===== src/rtl/ipv4_rx_header_check_unit_assert.svh =====
// Assertion macros for the IPv4 receive header check unit.
// Included by the RTL files that carry concurrent assertions; needs no other file.
`ifndef IPV4_RX_HEADER_CHECK_UNIT_ASSERT_SVH
`define IPV4_RX_HEADER_CHECK_UNIT_ASSERT_SVH

// Same-cycle implication, checked on every rising clock edge outside reset.
`define IPV4RX_ASSERT_SAME(label, clk, rst, ante, cons, msg) \
   label: assert property (@(posedge clk) disable iff (rst) (ante) |-> (cons)) \
      else $error(msg);

// Next-cycle implication, checked on every rising clock edge outside reset.
`define IPV4RX_ASSERT_NEXT(label, clk, rst, ante, cons, msg) \
   label: assert property (@(posedge clk) disable iff (rst) (ante) |=> (cons)) \
      else $error(msg);

`endif


===== src/rtl/ipv4rx_pkg.sv =====
// Shared types and status codes for the IPv4 receive header check unit.
// Has no dependencies; every other RTL module file imports it.
`timescale 1ns / 1ps

package ipv4rx_pkg;

   localparam int unsigned TDATA_IN_W  = 8;
   localparam int unsigned TDATA_OUT_W = 56;

   typedef enum logic [2:0] {
      ST_OK           = 3'd0,
      ST_TOO_SHORT    = 3'd1,
      ST_BAD_HEADER   = 3'd2,
      ST_BAD_CHECKSUM = 3'd3,
      ST_WRONG_DEST   = 3'd4,
      ST_TRUNCATED    = 3'd5
   } status_type;

   typedef struct packed {
      logic       last;
      logic [7:0] data_byte;
   } item_type;

   typedef struct packed {
      logic [31:0] source_ip;
      logic [7:0]  protocol;
      status_type  status;
      logic        packet_end;
      logic        payload_valid;
      logic [7:0]  payload_byte;
   } result_type;

endpackage


===== src/rtl/ipv4rx_in_stage.sv =====
// Input register of the IPv4 receive header check unit.
// Holds one accepted item until the parser consumes it; uses ipv4rx_pkg.
`timescale 1ns / 1ps

module ipv4rx_in_stage (
   input  logic                clock,
   input  logic                reset,
   input  logic                in_valid,
   output logic                in_ready,
   input  ipv4rx_pkg::item_type in_item,
   input  logic                consume,
   output logic                hold_valid,
   output ipv4rx_pkg::item_type hold_item
);
   import ipv4rx_pkg::*;

   logic     valid_ff;
   logic     valid_in;
   item_type item_ff;

   assign in_ready   = !valid_ff || consume;
   assign hold_valid = valid_ff;
   assign hold_item  = item_ff;

   always_comb begin
      valid_in = valid_ff;
      if (in_valid && in_ready) begin
         valid_in = 1'b1;
      end else if (consume) begin
         valid_in = 1'b0;
      end
   end

   always_ff @(posedge clock) begin
      if (reset) begin
         valid_ff <= 1'b0;
      end else begin
         valid_ff <= valid_in;
      end
   end

   always_ff @(posedge clock) begin
      if (in_valid && in_ready) begin
         item_ff <= in_item;
      end
   end

endmodule


===== src/rtl/ipv4rx_parser.sv =====
// Header parser of the IPv4 receive header check unit: per-packet state, checksum,
// header checks and payload forwarding. Uses ipv4rx_pkg and the assertion macro header.
`timescale 1ns / 1ps
`include "ipv4_rx_header_check_unit_assert.svh"

module ipv4rx_parser (
   input  logic                  clock,
   input  logic                  reset,
   input  logic [31:0]           local_ip,
   input  logic                  step,
   input  ipv4rx_pkg::item_type  item,
   output logic                  has_result,
   output ipv4rx_pkg::result_type result
);
   import ipv4rx_pkg::*;

   logic [15:0] byte_count_ff, byte_count_in;
   logic [3:0]  header_words_ff, header_words_in;
   logic [15:0] total_length_ff, total_length_in;
   logic [15:0] sum_acc_ff, sum_acc_in;
   logic [15:0] stored_sum_ff, stored_sum_in;
   logic [7:0]  high_byte_hold_ff, high_byte_hold_in;
   logic [31:0] dest_addr_ff, dest_addr_in;
   logic [31:0] src_addr_ff, src_addr_in;
   logic [7:0]  proto_reg_ff, proto_reg_in;
   status_type  error_code_ff, error_code_in;

   logic [15:0] n;
   logic [7:0]  b;
   logic [5:0]  hb;
   logic [15:0] hb_wide;
   logic        in_header;
   logic [15:0] word;
   logic [16:0] sum_wide;
   logic        fwd;
   logic [16:0] count;
   status_type  st;

   always_comb begin
      n                 = byte_count_ff;
      b                 = item.data_byte;
      header_words_in   = header_words_ff;
      total_length_in   = total_length_ff;
      sum_acc_in        = sum_acc_ff;
      stored_sum_in     = stored_sum_ff;
      high_byte_hold_in = high_byte_hold_ff;
      dest_addr_in      = dest_addr_ff;
      src_addr_in       = src_addr_ff;
      proto_reg_in      = proto_reg_ff;
      error_code_in     = error_code_ff;
      fwd               = 1'b0;
      st                = ST_OK;

      if (n == 16'd0) begin
         header_words_in = b[3:0];
         if (b[7:4] != 4'd4 || b[3:0] < 4'd5) begin
            error_code_in = ST_BAD_HEADER;
         end
      end
      hb        = {header_words_in, 2'b00};
      hb_wide   = {10'd0, hb};
      in_header = n < hb_wide;
      word      = (n == 16'd11) ? 16'd0 : {high_byte_hold_ff, b};
      sum_wide  = {1'b0, sum_acc_ff} + {1'b0, word};

      if (in_header) begin
         if (!n[0]) begin
            high_byte_hold_in = b;
         end else begin
            sum_acc_in = sum_wide[15:0] + {15'd0, sum_wide[16]};
         end
         if (n == 16'd2 || n == 16'd3) begin
            total_length_in = {total_length_ff[7:0], b};
         end else if (n == 16'd9) begin
            proto_reg_in = b;
         end else if (n == 16'd10 || n == 16'd11) begin
            stored_sum_in = {stored_sum_ff[7:0], b};
         end else if (n inside {[16'd12:16'd15]}) begin
            src_addr_in = {src_addr_ff[23:0], b};
         end else if (n inside {[16'd16:16'd19]}) begin
            dest_addr_in = {dest_addr_ff[23:0], b};
         end

         if (n + 16'd1 == hb_wide && error_code_in == ST_OK) begin
            if (total_length_in < hb_wide) begin
               error_code_in = ST_BAD_HEADER;
            end else if (~sum_acc_in != stored_sum_in) begin
               error_code_in = ST_BAD_CHECKSUM;
            end else if (dest_addr_in != local_ip) begin
               error_code_in = ST_WRONG_DEST;
            end
         end
      end else if (hb >= 6'd20 && error_code_in == ST_OK && n < total_length_ff) begin
         fwd = 1'b1;
      end

      byte_count_in = (n != 16'hFFFF) ? n + 16'd1 : n;
      count         = {1'b0, n} + 17'd1;

      if (count < 17'd20) begin
         st = ST_TOO_SHORT;
      end else if (error_code_in == ST_BAD_HEADER) begin
         st = ST_BAD_HEADER;
      end else if (count < {11'd0, hb}) begin
         st = ST_TRUNCATED;
      end else if (error_code_in != ST_OK) begin
         st = error_code_in;
      end else if (count < {1'b0, total_length_in}) begin
         st = ST_TRUNCATED;
      end

      has_result           = fwd || item.last;
      result.payload_byte  = fwd ? b : 8'd0;
      result.payload_valid = fwd;
      result.packet_end    = item.last;
      result.status        = item.last ? st : ST_OK;
      result.protocol      = (item.last && st != ST_TOO_SHORT) ? proto_reg_in : 8'd0;
      result.source_ip     = (item.last && st != ST_TOO_SHORT) ? src_addr_in : 32'd0;
   end

   always_ff @(posedge clock) begin
      if (reset || (step && item.last)) begin
         byte_count_ff     <= '0;
         header_words_ff   <= '0;
         total_length_ff   <= '0;
         sum_acc_ff        <= '0;
         stored_sum_ff     <= '0;
         high_byte_hold_ff <= '0;
         dest_addr_ff      <= '0;
         src_addr_ff       <= '0;
         proto_reg_ff      <= '0;
         error_code_ff     <= ST_OK;
      end else if (step) begin
         byte_count_ff     <= byte_count_in;
         header_words_ff   <= header_words_in;
         total_length_ff   <= total_length_in;
         sum_acc_ff        <= sum_acc_in;
         stored_sum_ff     <= stored_sum_in;
         high_byte_hold_ff <= high_byte_hold_in;
         dest_addr_ff      <= dest_addr_in;
         src_addr_ff       <= src_addr_in;
         proto_reg_ff      <= proto_reg_in;
         error_code_ff     <= error_code_in;
      end
   end

   `IPV4RX_ASSERT_NEXT(a_rearm_after_last, clock, reset, step && item.last,
      byte_count_ff == 16'd0, "byte count not cleared after the last item")
   `IPV4RX_ASSERT_NEXT(a_count_no_wrap, clock, reset, step && !item.last,
      byte_count_ff != 16'd0, "byte count wrapped within a packet")
   `IPV4RX_ASSERT_SAME(a_fwd_only_clean, clock, reset, step && fwd,
      error_code_ff == ST_OK && header_words_ff >= 4'd5, "payload forwarded after a failed header")

endmodule


===== src/rtl/ipv4rx_out_stage.sv =====
// Result register of the IPv4 receive header check unit.
// Holds one result item until the downstream side takes it; uses ipv4rx_pkg.
`timescale 1ns / 1ps

module ipv4rx_out_stage (
   input  logic                    clock,
   input  logic                    reset,
   input  logic                    load,
   input  ipv4rx_pkg::result_type  load_result,
   output logic                    can_take,
   output logic                    out_valid,
   input  logic                    out_ready,
   output ipv4rx_pkg::result_type  out_result
);
   import ipv4rx_pkg::*;

   logic       valid_ff;
   logic       valid_in;
   result_type result_ff;

   assign can_take   = !valid_ff || out_ready;
   assign out_valid  = valid_ff;
   assign out_result = result_ff;

   always_comb begin
      valid_in = valid_ff;
      if (load) begin
         valid_in = 1'b1;
      end else if (out_ready) begin
         valid_in = 1'b0;
      end
   end

   always_ff @(posedge clock) begin
      if (reset) begin
         valid_ff <= 1'b0;
      end else begin
         valid_ff <= valid_in;
      end
   end

   always_ff @(posedge clock) begin
      if (load) begin
         result_ff <= load_result;
      end
   end

endmodule


===== src/rtl/ipv4_rx_header_check_unit.sv =====
// Top level of the IPv4 receive header check unit.
// Instantiates ipv4rx_in_stage, ipv4rx_parser and ipv4rx_out_stage; uses ipv4rx_pkg.
//
// The unit takes a received IPv4 packet one byte per item, checks version, header
// length, header checksum, destination address against the local address and total
// length, forwards the payload bytes up to the total length and reports a status with
// the protocol and source address on the packet's last byte. It accepts one item in
// every clock cycle unless the result register stalls; a result item is presented
// once its byte, caught in the input register, has gone through the single parser
// pass into the result register. A stalled result register holds back the input only
// once both registers are full.
`timescale 1ns / 1ps

module ipv4_rx_header_check_unit (
   input  logic                                clock,
   input  logic                                reset,
   input  logic                                csr_wr_en,
   input  logic [31:0]                         csr_wr_data,
   input  logic                                req_tvalid,
   output logic                                req_tready,
   input  logic [ipv4rx_pkg::TDATA_IN_W-1:0]   req_tdata,   // data_byte[7:0]
   input  logic                                req_tlast,
   output logic                                rsp_tvalid,
   input  logic                                rsp_tready,
   output logic [ipv4rx_pkg::TDATA_OUT_W-1:0]  rsp_tdata,   // payload_byte[7:0], status[10:8],
                                                            // protocol[18:11], source_ip[50:19]
   output logic                                rsp_tuser,   // payload_valid
   output logic                                rsp_tlast
);
   import ipv4rx_pkg::*;

   logic [31:0] local_ip_ff;
   item_type    req_item;
   item_type    hold_item;
   logic        hold_valid;
   logic        can_take;
   logic        advance;
   logic        has_result;
   result_type  step_result;
   result_type  rsp_result;

   always_ff @(posedge clock) begin
      if (reset) begin
         local_ip_ff <= '0;
      end else if (csr_wr_en) begin
         local_ip_ff <= csr_wr_data;
      end
   end

   assign req_item.data_byte = req_tdata[7:0];
   assign req_item.last      = req_tlast;
   assign advance            = hold_valid && can_take;

   ipv4rx_in_stage u_in_stage (
      .clock      (clock),
      .reset      (reset),
      .in_valid   (req_tvalid),
      .in_ready   (req_tready),
      .in_item    (req_item),
      .consume    (advance),
      .hold_valid (hold_valid),
      .hold_item  (hold_item)
   );

   ipv4rx_parser u_parser (
      .clock      (clock),
      .reset      (reset),
      .local_ip   (local_ip_ff),
      .step       (advance),
      .item       (hold_item),
      .has_result (has_result),
      .result     (step_result)
   );

   ipv4rx_out_stage u_out_stage (
      .clock       (clock),
      .reset       (reset),
      .load        (advance && has_result),
      .load_result (step_result),
      .can_take    (can_take),
      .out_valid   (rsp_tvalid),
      .out_ready   (rsp_tready),
      .out_result  (rsp_result)
   );

   assign rsp_tdata = {5'd0, rsp_result.source_ip, rsp_result.protocol,
                       3'(rsp_result.status), rsp_result.payload_byte};
   assign rsp_tuser = rsp_result.payload_valid;
   assign rsp_tlast = rsp_result.packet_end;

endmodule


===== config.mk =====
export PLATFORM = sky130hd
export DESIGN_NAME = ipv4_rx_header_check_unit
export DESIGN_NICKNAME = d
export VERILOG_FILES = /design/src/rtl/ipv4rx_pkg.sv /design/src/rtl/ipv4rx_in_stage.sv /design/src/rtl/ipv4rx_parser.sv /design/src/rtl/ipv4rx_out_stage.sv /design/src/rtl/ipv4_rx_header_check_unit.sv
export VERILOG_INCLUDE_DIRS = /design/src /design/src/rtl
export SDC_FILE = /design/constraint.sdc
export NUM_CORES = 1
export LEC_CHECK = 0
export BUFFER_PORTS_ARGS = -buffer_cell sky130_fd_sc_hd__buf_2
export CORE_ASPECT_RATIO = 1.1
export CORE_MARGIN = 2
export CORE_UTILIZATION = 30
export DETAILED_ROUTE_END_ITERATION = 8
export SLEW_MARGIN = 20
export SYNTH_ARGS = -nofsm -noshare
export SYNTH_HDL_FRONTEND = slang
export SYNTH_HIERARCHICAL = 1
export SYNTH_SLANG_ARGS = --single-unit

===== constraint.sdc =====
create_clock -name clock -period 9.3 [get_ports clock]
set_clock_uncertainty 0.05 [all_clocks]
set_input_delay 2.325 -clock clock [delete_from_list [all_inputs] [get_ports clock]]
set_output_delay 2.325 -clock clock [all_outputs]
set_load 0.05 [all_outputs]

Yosys cells after proc, flatten, opt, wreduce, memory -nomap -nowiden
Index checks and enable logic that the tools add are counted.
W data, S select, Z words.
Cells by class
  add/subtract/negate cells: 4
  $lt $le $gt $ge: 12
  equality and inequality tests: 12
  multiplexer cells: 43
  bitwise operators: 2
  reductions and logical operators: 27
Operator list (number)
  $mux W32: 11
  $mux W16: 10
  $eq A16 B4 Y1 const B: 3
  $mux W3: 12
  $eq A16 B2 Y1 const B: 2
  $lt A16 B6 Y1: 2
  $ne A32 B32 Y1: 1
  $mux W8: 3
  $add A16 B1 Y17 const B: 1
  $add A16 B16 Y17: 1
  $lt A17 B16 Y1: 1
  $lt A17 B5 Y1 const B: 1
  $lt A17 B6 Y1: 1
  $add A16 B1 Y16: 1
  $add A16 B1 Y16 const B: 1
  $eq A16 B6 Y1: 1
  $ge A16 B4 Y1 const B: 1
  $ge A16 B5 Y1 const B: 1
  $le A16 B4 Y1 const B: 1
  $le A16 B5 Y1 const B: 1
  $logic_not A16 Y1: 1
  $lt A16 B16 Y1: 1
  $ne A16 B16 Y1: 1
  $ne A16 B16 Y1 const B: 1
  17 further kinds: 40
Word-level totals
  register bits after elaboration: 247
  input bits: 46
  output and inout bits: 60
  logic and storage cells: 121

Longest topological paths before layout
Gate-level depths: netlist (run 1).
  depth after elaboration: 21
  depth in mapped cells: 32
  mapped depth without buffers: 29

By module
Netlist (run 1), hierarchy kept.
Modules (own cells, without submodules)
  ipv4rx_parser: times used 1, cells each 1444, area each 11253.3 um2, seq. area each 3022.9 um2
  ipv4rx_out_stage: times used 1, cells each 57, area each 1637.8 um2, seq. area each 1611.5 um2
  ipv4_rx_header_check_unit: times used 1, cells each 111, area each 1217.4 um2, seq. area each 640.6 um2
  ipv4rx_in_stage: times used 1, cells each 14, area each 325.3 um2, seq. area each 290.3 um2

Worst setup path after synthesis (run 1)
Ideal clock, no wire load.
  path type: flip-flop to flip-flop
  start point: register u_parser.byte_count_ff[14]
  end point: register u_out_stage.result_ff (netlist bit u_out_stage/out_result[13]), data pin
  setup time: 0.268 ns
  arrival time: 6.566 ns
  required time: 8.982 ns
  slack: 2.416 ns
  stages on the path, launching flop included: 31
  path buffers: 5
  clock period less this slack: 6.884 ns
  cells stage by stage: dfxtp_1 clkbuf_1 nor4_1 nand3_1 clkbuf_1 nor2_1 nand2_1 clkbuf_1 and2_1 ha_1 clkbuf_1 a21oi_1 o21ai_0 a221oi_1 nand2_1 nand2_1 a31oi_1 o21bai_1 ha_1 ha_1 nand3_1 nor4b_2 xor3_1 a2111oi_2 nand4_1 nor4_2 nand4b_1 o2bb2ai_1 a2111oi_4 buf_6 nor3_1
On the way
  word-level cells in the longest chain between the ends: 21
  elaborated cells between the ends (all ways): 64
  classes of those cells: add/sub: 4; order compare: 9; eq/ne: 10; mux: 31; bitwise: 1; reduce/logical: 9
RTL lines
  start, declared: RTL line ipv4rx_parser.sv:17  | logic [15:0] byte_count_ff, byte_count_in;
  start signal, assigned: RTL line ipv4rx_parser.sv:134  | byte_count_ff <= byte_count_in;
  parallel branches: the longest is 21 deep, another holds $add A16 B16 Y17
  end signal, assigned: RTL line ipv4rx_out_stage.sv:44  | result_ff <= load_result;
  end, declared: RTL line ipv4rx_out_stage.sv:19  | result_type result_ff;
Several ways; the timed one is not identified. The select of a mux whose other input is x is not followed.
A chain may end at the register's enable or synchronous reset.

Worst setup path in the final report (run 1)
  start point: register u_parser.byte_count_ff[14]
  end point: register u_out_stage.result_ff (netlist bit u_out_stage/out_result[18]), data pin
Same word-level chain as after synthesis.

==> summary.md, run 1 <==
| Metric | Value |
|---|---|
| Outcome | `complete, no violations` |
| Distinct cell type count after synthesis | `86` |
| Die W | `213 um` |
| Max Fclk | `118 MHz` |
| Post-synthesis register bit count | `247` |
| PD cells | `157 nW/um^2` |
| Hold Buf Count CTS | `0` |
| Final ANT Viol Nets | `0` |
| Final design instance area without fill | `16300 um^2` |
| Synth Instances | `1626` |
| Via density | `5.13` |
| Worst hold start | `u_parser/src_addr_ff[30]` |
| Total core area | `47700 um^2` |
| GRT Residual Overflow | `0` |
| Met3 wire len | `2330 um` |
| Avg WL per Cell | `17.0 um` |
| VDD IR max | `0.117 mV` |
| Total track usage | `0.157` |
| Avg Cell Area, Syn | `8.88 um^2` |
| Period Utilization, post-route | `0.913` |
| Fin crit period | `8.49 ns` |
| Global-route wire length before repair | `62400 um` |
| Ys flop type | `dfxtp_1` |
| Setup crit end kind | `flop` |
| Residual DRC | `0` |
| Initial DRC count | `800` |
| DP Area | `15400 um^2` |
| Final Slew Violations | `0` |
| Full die area | `49900 um^2` |
| Reg-to-reg endpoint | `u_out_stage/out_result[18]` |
| Layout cells sized above 1 | `0.121` |
| Hold Slack | `0.403 ns` |
| Slew margin rel. | `0.286` |
| Critical path class | `flop to flop` |
| R2R cell count | `26` |
| R2r startpoint | `u_parser/byte_count_ff[14]` |
| Met2 Wirelength | `17800 um` |
| Diodes inserted | `0` |
| Worst-path fanout max | `40` |
| Largest net degree at the start of global routing | `96` |
| Clk pin slew, worst setup/hold paths | `0.06 ns` |
| Mapped Area | `14400 um^2` |
| Row cnt | `84` |
| H-tree Lvls | `1` |
| Clock sink count | `247` |
| Register area share after synthesis | `0.386` |
| Initial Util | `0.302` |
| Cell taking the most area after synthesis | `dfxtp_1` |
| Crit path DAT | `8.72 ns` |
| Synth async-reset ratio | `0` |
| Routed met1 length | `18500 um` |
| CTS Buffer Depth | `3` |
| CP Capture Point | `u_out_stage/out_result[18]` |
| Resized Gates After CTS | `0` |
| Leak | `6.46 nW` |
| Synth top area share | `0.257` |
| Setup TNS | `0 ns` |
| Slew @ Worst Pin | `1.07 ns` |
| Post-synth EDFFs | `62` |
| HPWL after DPL | `28200 um` |
| Highest Signal Layer | `met4` |
| Synth Warn # | `6` |
| Clk Latency, worst-skew pair | `0.56 ns` |
| Final wirelength | `39600 um` |
| DRT Pass-1 Iters | `6` |
| Seq. cell area | `5570 um^2` |
| Synth-to-layout area growth | `12.9%` |
| Synth area leaders | `dfxtp_1, edfxtp_1, mux2i_1` |
| HP Class | `flop to flop` |
| Via count | `12.0k` |
| Worst Setup SP | `u_parser/byte_count_ff[14]` |
| Final #Nets | `1779` |
| CTS buffer count | `27` |
| Clk root buf | `clkbuf_16` |
| CTS tree | `built` |
| Postcts setup bufs | `0` |
| R2R Setup Slk | `0.81 ns` |
| Worst Path Required | `9.53 ns` |
| Number of fill cells in the layout | `4955` |
| RSZ-0062 raised after global routing | `false` |
| Routability cong. | `0.921` |
| Boundary Pins | `106` |
| Port buffer count | `100` |
| CP Launch Type | `flop` |
| Die H | `234 um` |
| Initial antenna violation count | `0` |
| Vias in the first global route | `11.3k` |
| Max-cap viol count | `0` |
| Final setup viols | `0` |
| Fin. Hold Viols | `0` |
| Multi-input gate area | `8190 um^2` |
## synth_stat cells (6+ instances only)
cell / count
a21oi_1: 128
edfxtp_1: 62
inv_1: 52
nand2_1: 182
nand3_1: 26
buf_6: 6
clkbuf_1: 84
xnor2_1: 50
buf_4: 8
nand2b_1: 8
and4_1: 9
nor2_1: 158
and3_1: 18
xor2_1: 46
o211ai_1: 10
a211oi_1: 25
dfxtp_1: 185
mux2i_1: 145
nand4_1: 23
nor4_1: 22
nor2b_1: 12
a31oi_1: 6
or3_1: 14
o21ai_0: 51
a21o_1: 17
ha_1: 63
nor3_1: 58
and2_1: 35
## layout make-up
cell class | instances | share of cell area
clock buffer | 34 | 0.0449
sequential | 247 | 0.342
tap | 645 | 0.0495
timing repair buffer | 118 | 0.0390
multi-input combinational | 1223 | 0.503
clock inverter | 16 | 0.0101
inverter | 52 | 0.0120
## layout by cell type (no fill, tap or decap), types with 5 or more instances in the layout
cell type | Yosys | layout
a211oi_1 | 25 | 25
a21boi_0 | 5 | 5
a21o_1 | 17 | 16
a21oi_1 | 128 | 128
a221o_1 | 5 | 5
a31oi_1 | 6 | 5
and2_1 | 35 | 34
and3_1 | 18 | 16
and4_1 | 9 | 9
buf_2 | 5 | 100
buf_4 | 8 | 18
clkbuf_16 | 0 | 27
clkinv_2 | 0 | 5
conb_1 | 1 | 5
dfxtp_1 | 185 | 185
edfxtp_1 | 62 | 62
ha_1 | 63 | 63
inv_1 | 52 | 52
inv_6 | 0 | 5
mux2i_1 | 145 | 145
nand2_1 | 182 | 181
nand2b_1 | 8 | 8
nand3_1 | 26 | 25
nand4_1 | 23 | 23
nor2_1 | 158 | 157
nor2b_1 | 12 | 12
nor3_1 | 58 | 58
nor4_1 | 22 | 22
o211a_1 | 5 | 5
o211ai_1 | 10 | 10
o21ai_0 | 51 | 51
o22ai_1 | 5 | 5
o2bb2ai_1 | 5 | 5
o31ai_1 | 5 | 5
or2_2 | 5 | 5
or3_1 | 14 | 14
xnor2_1 | 50 | 50
xor2_1 | 46 | 46
## through the flow
step	util	instances	power, mW	setup slack [ns]
CTS	0.341	2335	2.59	0.952
floorplan	-	1630	1.40	2.42
finish	0.341	2335	2.56	0.813
global placement	0.322	2285	1.49	1.26
global route	0.341	2335	2.67	0.110
detailed placement	0.322	2285	1.50	0.972
## layer usage
layer,track usage,vias up
met3,0.0258,77
met4,0.0462,0
met5,0,-
li1,-,5852
met2,0.255,371
met1,0.215,5669
## power breakdown
part	internal [mW]	switching, mW
Combinational	0.108	0.215
Clock	0.622	0.469
Sequential	1.13	0.0225
## critical path: stages, from the launching register on
cell and delay (ns):
dfxtp_1 0.41, nor4_1 0.52, nand3_1 0.47, nor2_1 0.29, nand2_1 0.33, and2_1 0.30
ha_1 0.36, a21oi_1 0.31, o21ai_0 0.23, a221oi_1 0.39, nand2_1 0.16, nand2_1 0.09
a31oi_1 0.08, o21bai_1 0.22, ha_1 0.21, ha_1 0.21, nand3_1 0.10, nor4b_2 0.70
xor3_1 0.46, a2111oi_2 0.36, nand4_1 0.19, nor4_2 0.38, nand4b_1 0.21, o2bb2ai_1 0.22
a2111oi_4 0.36, buf_4 0.46, nor3_1 0.13
## state kept, by name, summed over array words and instances (netlist names), 3 cells and up
| signal | count |
|---|---|
| u_parser/dest_addr_ff | 32 |
| u_out_stage/out_result | 53 |
| u_parser/proto_reg_ff | 8 |
| local_ip_ff | 32 |
| u_parser/src_addr_ff | 32 |
| u_parser/byte_count_ff | 16 |
| u_parser/sum_acc_ff | 16 |
| u_parser/error_code_ff | 3 |
| u_parser/total_length_ff | 16 |
| u_parser/header_words_ff | 4 |
| u_in_stage/hold_item | 9 |
| u_parser/stored_sum_ff | 16 |
| u_parser/high_byte_hold_ff | 8 |
## kinds of logic after synthesis
family,synth area share
xor+xnor,0.0647
mux,0.104
simple gates,0.201
fa+ha+maj,0.0560
other cells,0.000260
flops,0.386
buf+inv,0.0506
compound gates,0.138
## worst min path at each step
stage	to	slack (ns)	cells past startpoint
3_5_place_dp	u_parser/src_addr_ff[30]	0.40	2
4_1_cts	u_parser/src_addr_ff[30]	0.40	2
6_report	u_parser/src_addr_ff[30]	0.40	2
2_1_floorplan	u_parser/proto_reg_ff[0]	0.39	2
3_3_place_gp	u_parser/src_addr_ff[24]	0.39	2
5_1_grt	u_parser/src_addr_ff[31]	0.42	2
No activity file was read; power rests on OpenSTA's default activity.
==> inputs of run 2 (changes only) <==
--- a/config.mk
+++ b/config.mk
@@ -10,7 +10,7 @@
 export CORE_ASPECT_RATIO = 1.1
 export CORE_MARGIN = 2
-export CORE_UTILIZATION = 30
+export CORE_UTILIZATION = 61
 export DETAILED_ROUTE_END_ITERATION = 8
-export SLEW_MARGIN = 20
+export PLACE_DENSITY = 0.81
 export SYNTH_ARGS = -nofsm -noshare
 export SYNTH_HDL_FRONTEND = slang
==> constraint.sdc (replaced) <==
create_clock -name clock -period 9.3 [get_ports clock]
set_clock_uncertainty 0.05 [all_clocks]
set_input_delay 0.465 -clock clock [delete_from_list [all_inputs] [get_ports clock]]
set_output_delay 0.465 -clock clock [all_outputs]
set_load 0.05 [all_outputs]
==> run 2 against run 1 <==
Net effect:
- count of clock-buffer cells in the layout up 3
- critical path depth is the same
- largest power group unchanged
- register-to-register slack better by 0.12 ns
- critical endpoint is now u_out_stage/out_result[30]
- critical path type unchanged
- via count rose by 2.9%
- sequential power about the same
- fmax rose by 1.5%
- core utilization grew 33 points
- combinational power hardly changed
- die area is 50% lower
- global-route usage is 14 points higher
- worst hold slack lost 0.36 ns
==> summary.md, run 2 (synthesis results as in run 1) <==
| Metric | Value |
|---|---|
| Postcts setup bufs | `0 (unchanged)` |
| Crit path DAT | `8.59 ns (-0.13 ns)` |
| Synth-to-layout area growth | `9.95%` |
| R2r startpoint | `u_parser/byte_count_ff[14]` |
| Worst hold start | `req_tlast` |
| Critical path class | `flop to flop` |
| Outcome | `complete, no violations` |
| Clk pin slew, worst setup/hold paths | `0.06 ns (about the same)` |
| Avg WL per Cell | `18.9 um (+11%)` |
| Clock sink count | `247 (unchanged)` |
| Number of fill cells in the layout | `1894 (-62%)` |
| Worst-path fanout max | `40 (unchanged)` |
| Multi-input gate area | `8170 um^2 (-0.23%)` |
| H-tree Lvls | `1 (unchanged)` |
| Worst Path Required | `9.53 ns (about the same)` |
| Clk Latency, worst-skew pair | `0.55 ns (about the same)` |
| Initial Util | `0.615 (+0.312)` |
| Reg-to-reg endpoint | `u_out_stage/out_result[30]` |
| Initial DRC count | `1095 (+37%)` |
| CTS buffer count | `26 (-3.7%)` |
| CTS Buffer Depth | `3 (unchanged)` |
| Setup crit end kind | `flop` |
| Clk root buf | `clkbuf_16` |
| CTS tree | `built` |
| Sw Pwr | `0.672 mW (-4.9%)` |
| Hold Crit Depth | `1 (-1)` |
| GRT Residual Overflow | `0 (unchanged)` |
| Final wirelength | `37700 um (-4.9%)` |
| Seq. cell area | `5570 um^2 (unchanged)` |
| Switching share of power | `0.263 (-0.0130)` |
| Boundary Pins | `106 (unchanged)` |
| Slew @ Worst Pin | `1.21 ns (+0.142 ns)` |
| DRT Pass-1 Iters | `8 (+2)` |
| Worst Setup SP | `u_parser/byte_count_ff[14]` |
| Diodes inserted | `0 (unchanged)` |
| Port buffer count | `100 (unchanged)` |
| Largest net degree at the start of global routing | `79 (-18%)` |
| Via count | `12.3k (+2.9%)` |
| Most frequent cells in the layout | `dfxtp_1, nand2_1, nor2_1, mux2i_1, a21oi_1` |
| Layout cells sized above 1 | `0.118 (-0.00237)` |
| Fin crit period | `8.36 ns (-0.122 ns)` |
| Commonest non-fill, non-tap cell in the layout | `dfxtp_1` |
| Final core utilization | `0.676 (+0.335)` |
| Hold Slack | `0.0386 ns (-0.365 ns)` |
| R2R cell count | `26 (unchanged)` |
| Final design instance area without fill | `15900 um^2 (-2.6%)` |
| PD cells | `161 nW/um^2 (+2.4%)` |
| Total core area | `23500 um^2 (-51%)` |
| Max-cap viol count | `0 (unchanged)` |
| Residual DRC | `0 (unchanged)` |
| Max reg flops | `53 (unchanged)` |
| Hold EP | `u_in_stage/hold_item[8]` |
| Total track usage | `0.301 (+0.144)` |
| Fin. Hold Viols | `0 (unchanged)` |
| CP Launch Type | `flop` |
| HP Class | `input pin to flop` |
| Vias in the first global route | `11.8k (+4.1%)` |
| Clk network pwr share | `0.423 (-0.002)` |
| Seq pwr share | `0.449 (about the same)` |
| HPWL after DPL | `26300 um (-6.8%)` |
| Leak | `6.47 nW (+0.17%)` |
| Setup TNS | `0 ns (unchanged)` |
| RSZ-0062 raised after global routing | `false` |
| Slew margin rel. | `0.188 (-0.0978)` |
| Final #Nets | `1780 (+0.056%)` |
| VDD IR max | `0.166 mV (+42%)` |
| DP Area | `15000 um^2 (-2.7%)` |
| Int Power | `1.89 mW (+1.5%)` |
| Full die area | `24900 um^2 (-50%)` |
| R2R Setup Slk | `0.94 ns (+0.12 ns)` |
| Final setup viols | `0 (unchanged)` |
| Row cnt | `59 (-30%)` |
| Die W | `151 um (-29%)` |
| Final ANT Viol Nets | `0 (unchanged)` |
| Max Fclk | `120 MHz (+1.5%)` |
| Global-route wire length before repair | `60100 um (-3.6%)` |
| Initial antenna violation count | `0 (unchanged)` |
| Period Utilization, post-route | `0.899 (-0.0131)` |
| Die H | `165 um (-29%)` |
| Resized Gates After CTS | `0 (unchanged)` |
| Hold Buf Count CTS | `0 (unchanged)` |
| Final Slew Violations | `0 (unchanged)` |
| Comb pwr share | `0.127 (about the same)` |
| Via density | `6.17 (+20%)` |
| Routability cong. | `0.971 (+5.5%)` |
==> run 2: worst max-delay path, stage by stage (launching register included) <==
cell and delay [ns]:
dfxtp_1 0.41, nor4_1 0.53, nand3_1 0.46, nor2_1 0.30
nand2_1 0.32, and2_1 0.28, ha_1 0.34, a21oi_1 0.29
o21ai_0 0.23, a221oi_1 0.40, nand2_1 0.14, nand2_1 0.09
a31oi_1 0.08, o21bai_1 0.16, ha_1 0.18, ha_1 0.20
nand3_1 0.11, nor4b_2 0.69, xor3_1 0.47, a2111oi_2 0.39
nand4_1 0.20, nor4_2 0.36, nand4b_1 0.21, o2bb2ai_1 0.22
a2111oi_4 0.37, buf_4 0.45, nor3_1 0.14
==> run 2: how the worst max path moves through the flow <==
stage / end / slack, ns / cells after the start
after floorplan: u_out_stage/out_result[13] / 2.42 / 30
after global placement: u_out_stage/out_result[31] / 1.48 / 26
after detailed placement: u_out_stage/out_result[45] / 1.10 / 26
after global routing: u_out_stage/out_result[30] / 0.20 / 26
after CTS: u_out_stage/out_result[30] / 1.07 / 26
final: u_out_stage/out_result[30] / 0.94 / 26
==> run 2: per-stage QoR <==
| stage | setup slack, ns | power [mW] | instances |
|---|---|---|---|
| floorplan | 2.42 | 1.40 | 1630 |
| global placement | 1.48 | 1.48 | 1947 |
| detailed placement | 1.10 | 1.49 | 1947 |
| CTS | 1.07 | 2.57 | 1995 |
| global route | 0.202 | 2.64 | 1995 |
| finish | 0.935 | 2.56 | 1995 |
==> run 2: area by class of cell <==
| cell class | instances | area share |
|---|---|---|
| Clock buffer | 37 | 0.0476 |
| Clock inverter | 11 | 0.00930 |
| Inverter | 52 | 0.0123 |
| Multi-Input combinational cell | 1223 | 0.515 |
| Sequential cell | 247 | 0.351 |
| Tap cell | 305 | 0.0240 |
| Timing Repair Buffer | 120 | 0.0410 |
==> run 2: metal layers <==
layer / vias to the layer above / GRT usage / wire (um) / part of all wire
li1: 5861 / - / - / -
met1: 5806 / 0.377 / 15400 / 0.41
met2: 516 / 0.509 / 18000 / 0.48
met3: 132 / 0.0456 / 2610 / 0.069
met4: 0 / 0.144 / 1690 / 0.045
met5: - / 0 / 0 / 0
==> run 2: power groups by stage <==
stage / Combinational, mW / Clock (mW) / Sequential (mW)
6_report: 0.325 / 1.08 / 1.15
5_1_grt: 0.351 / 1.14 / 1.15
4_1_cts: 0.320 / 1.10 / 1.15
3_5_place_dp: 0.317 / 0 / 1.17
3_3_place_gp: 0.311 / 0 / 1.17
2_1_floorplan: 0.209 / 0 / 1.19
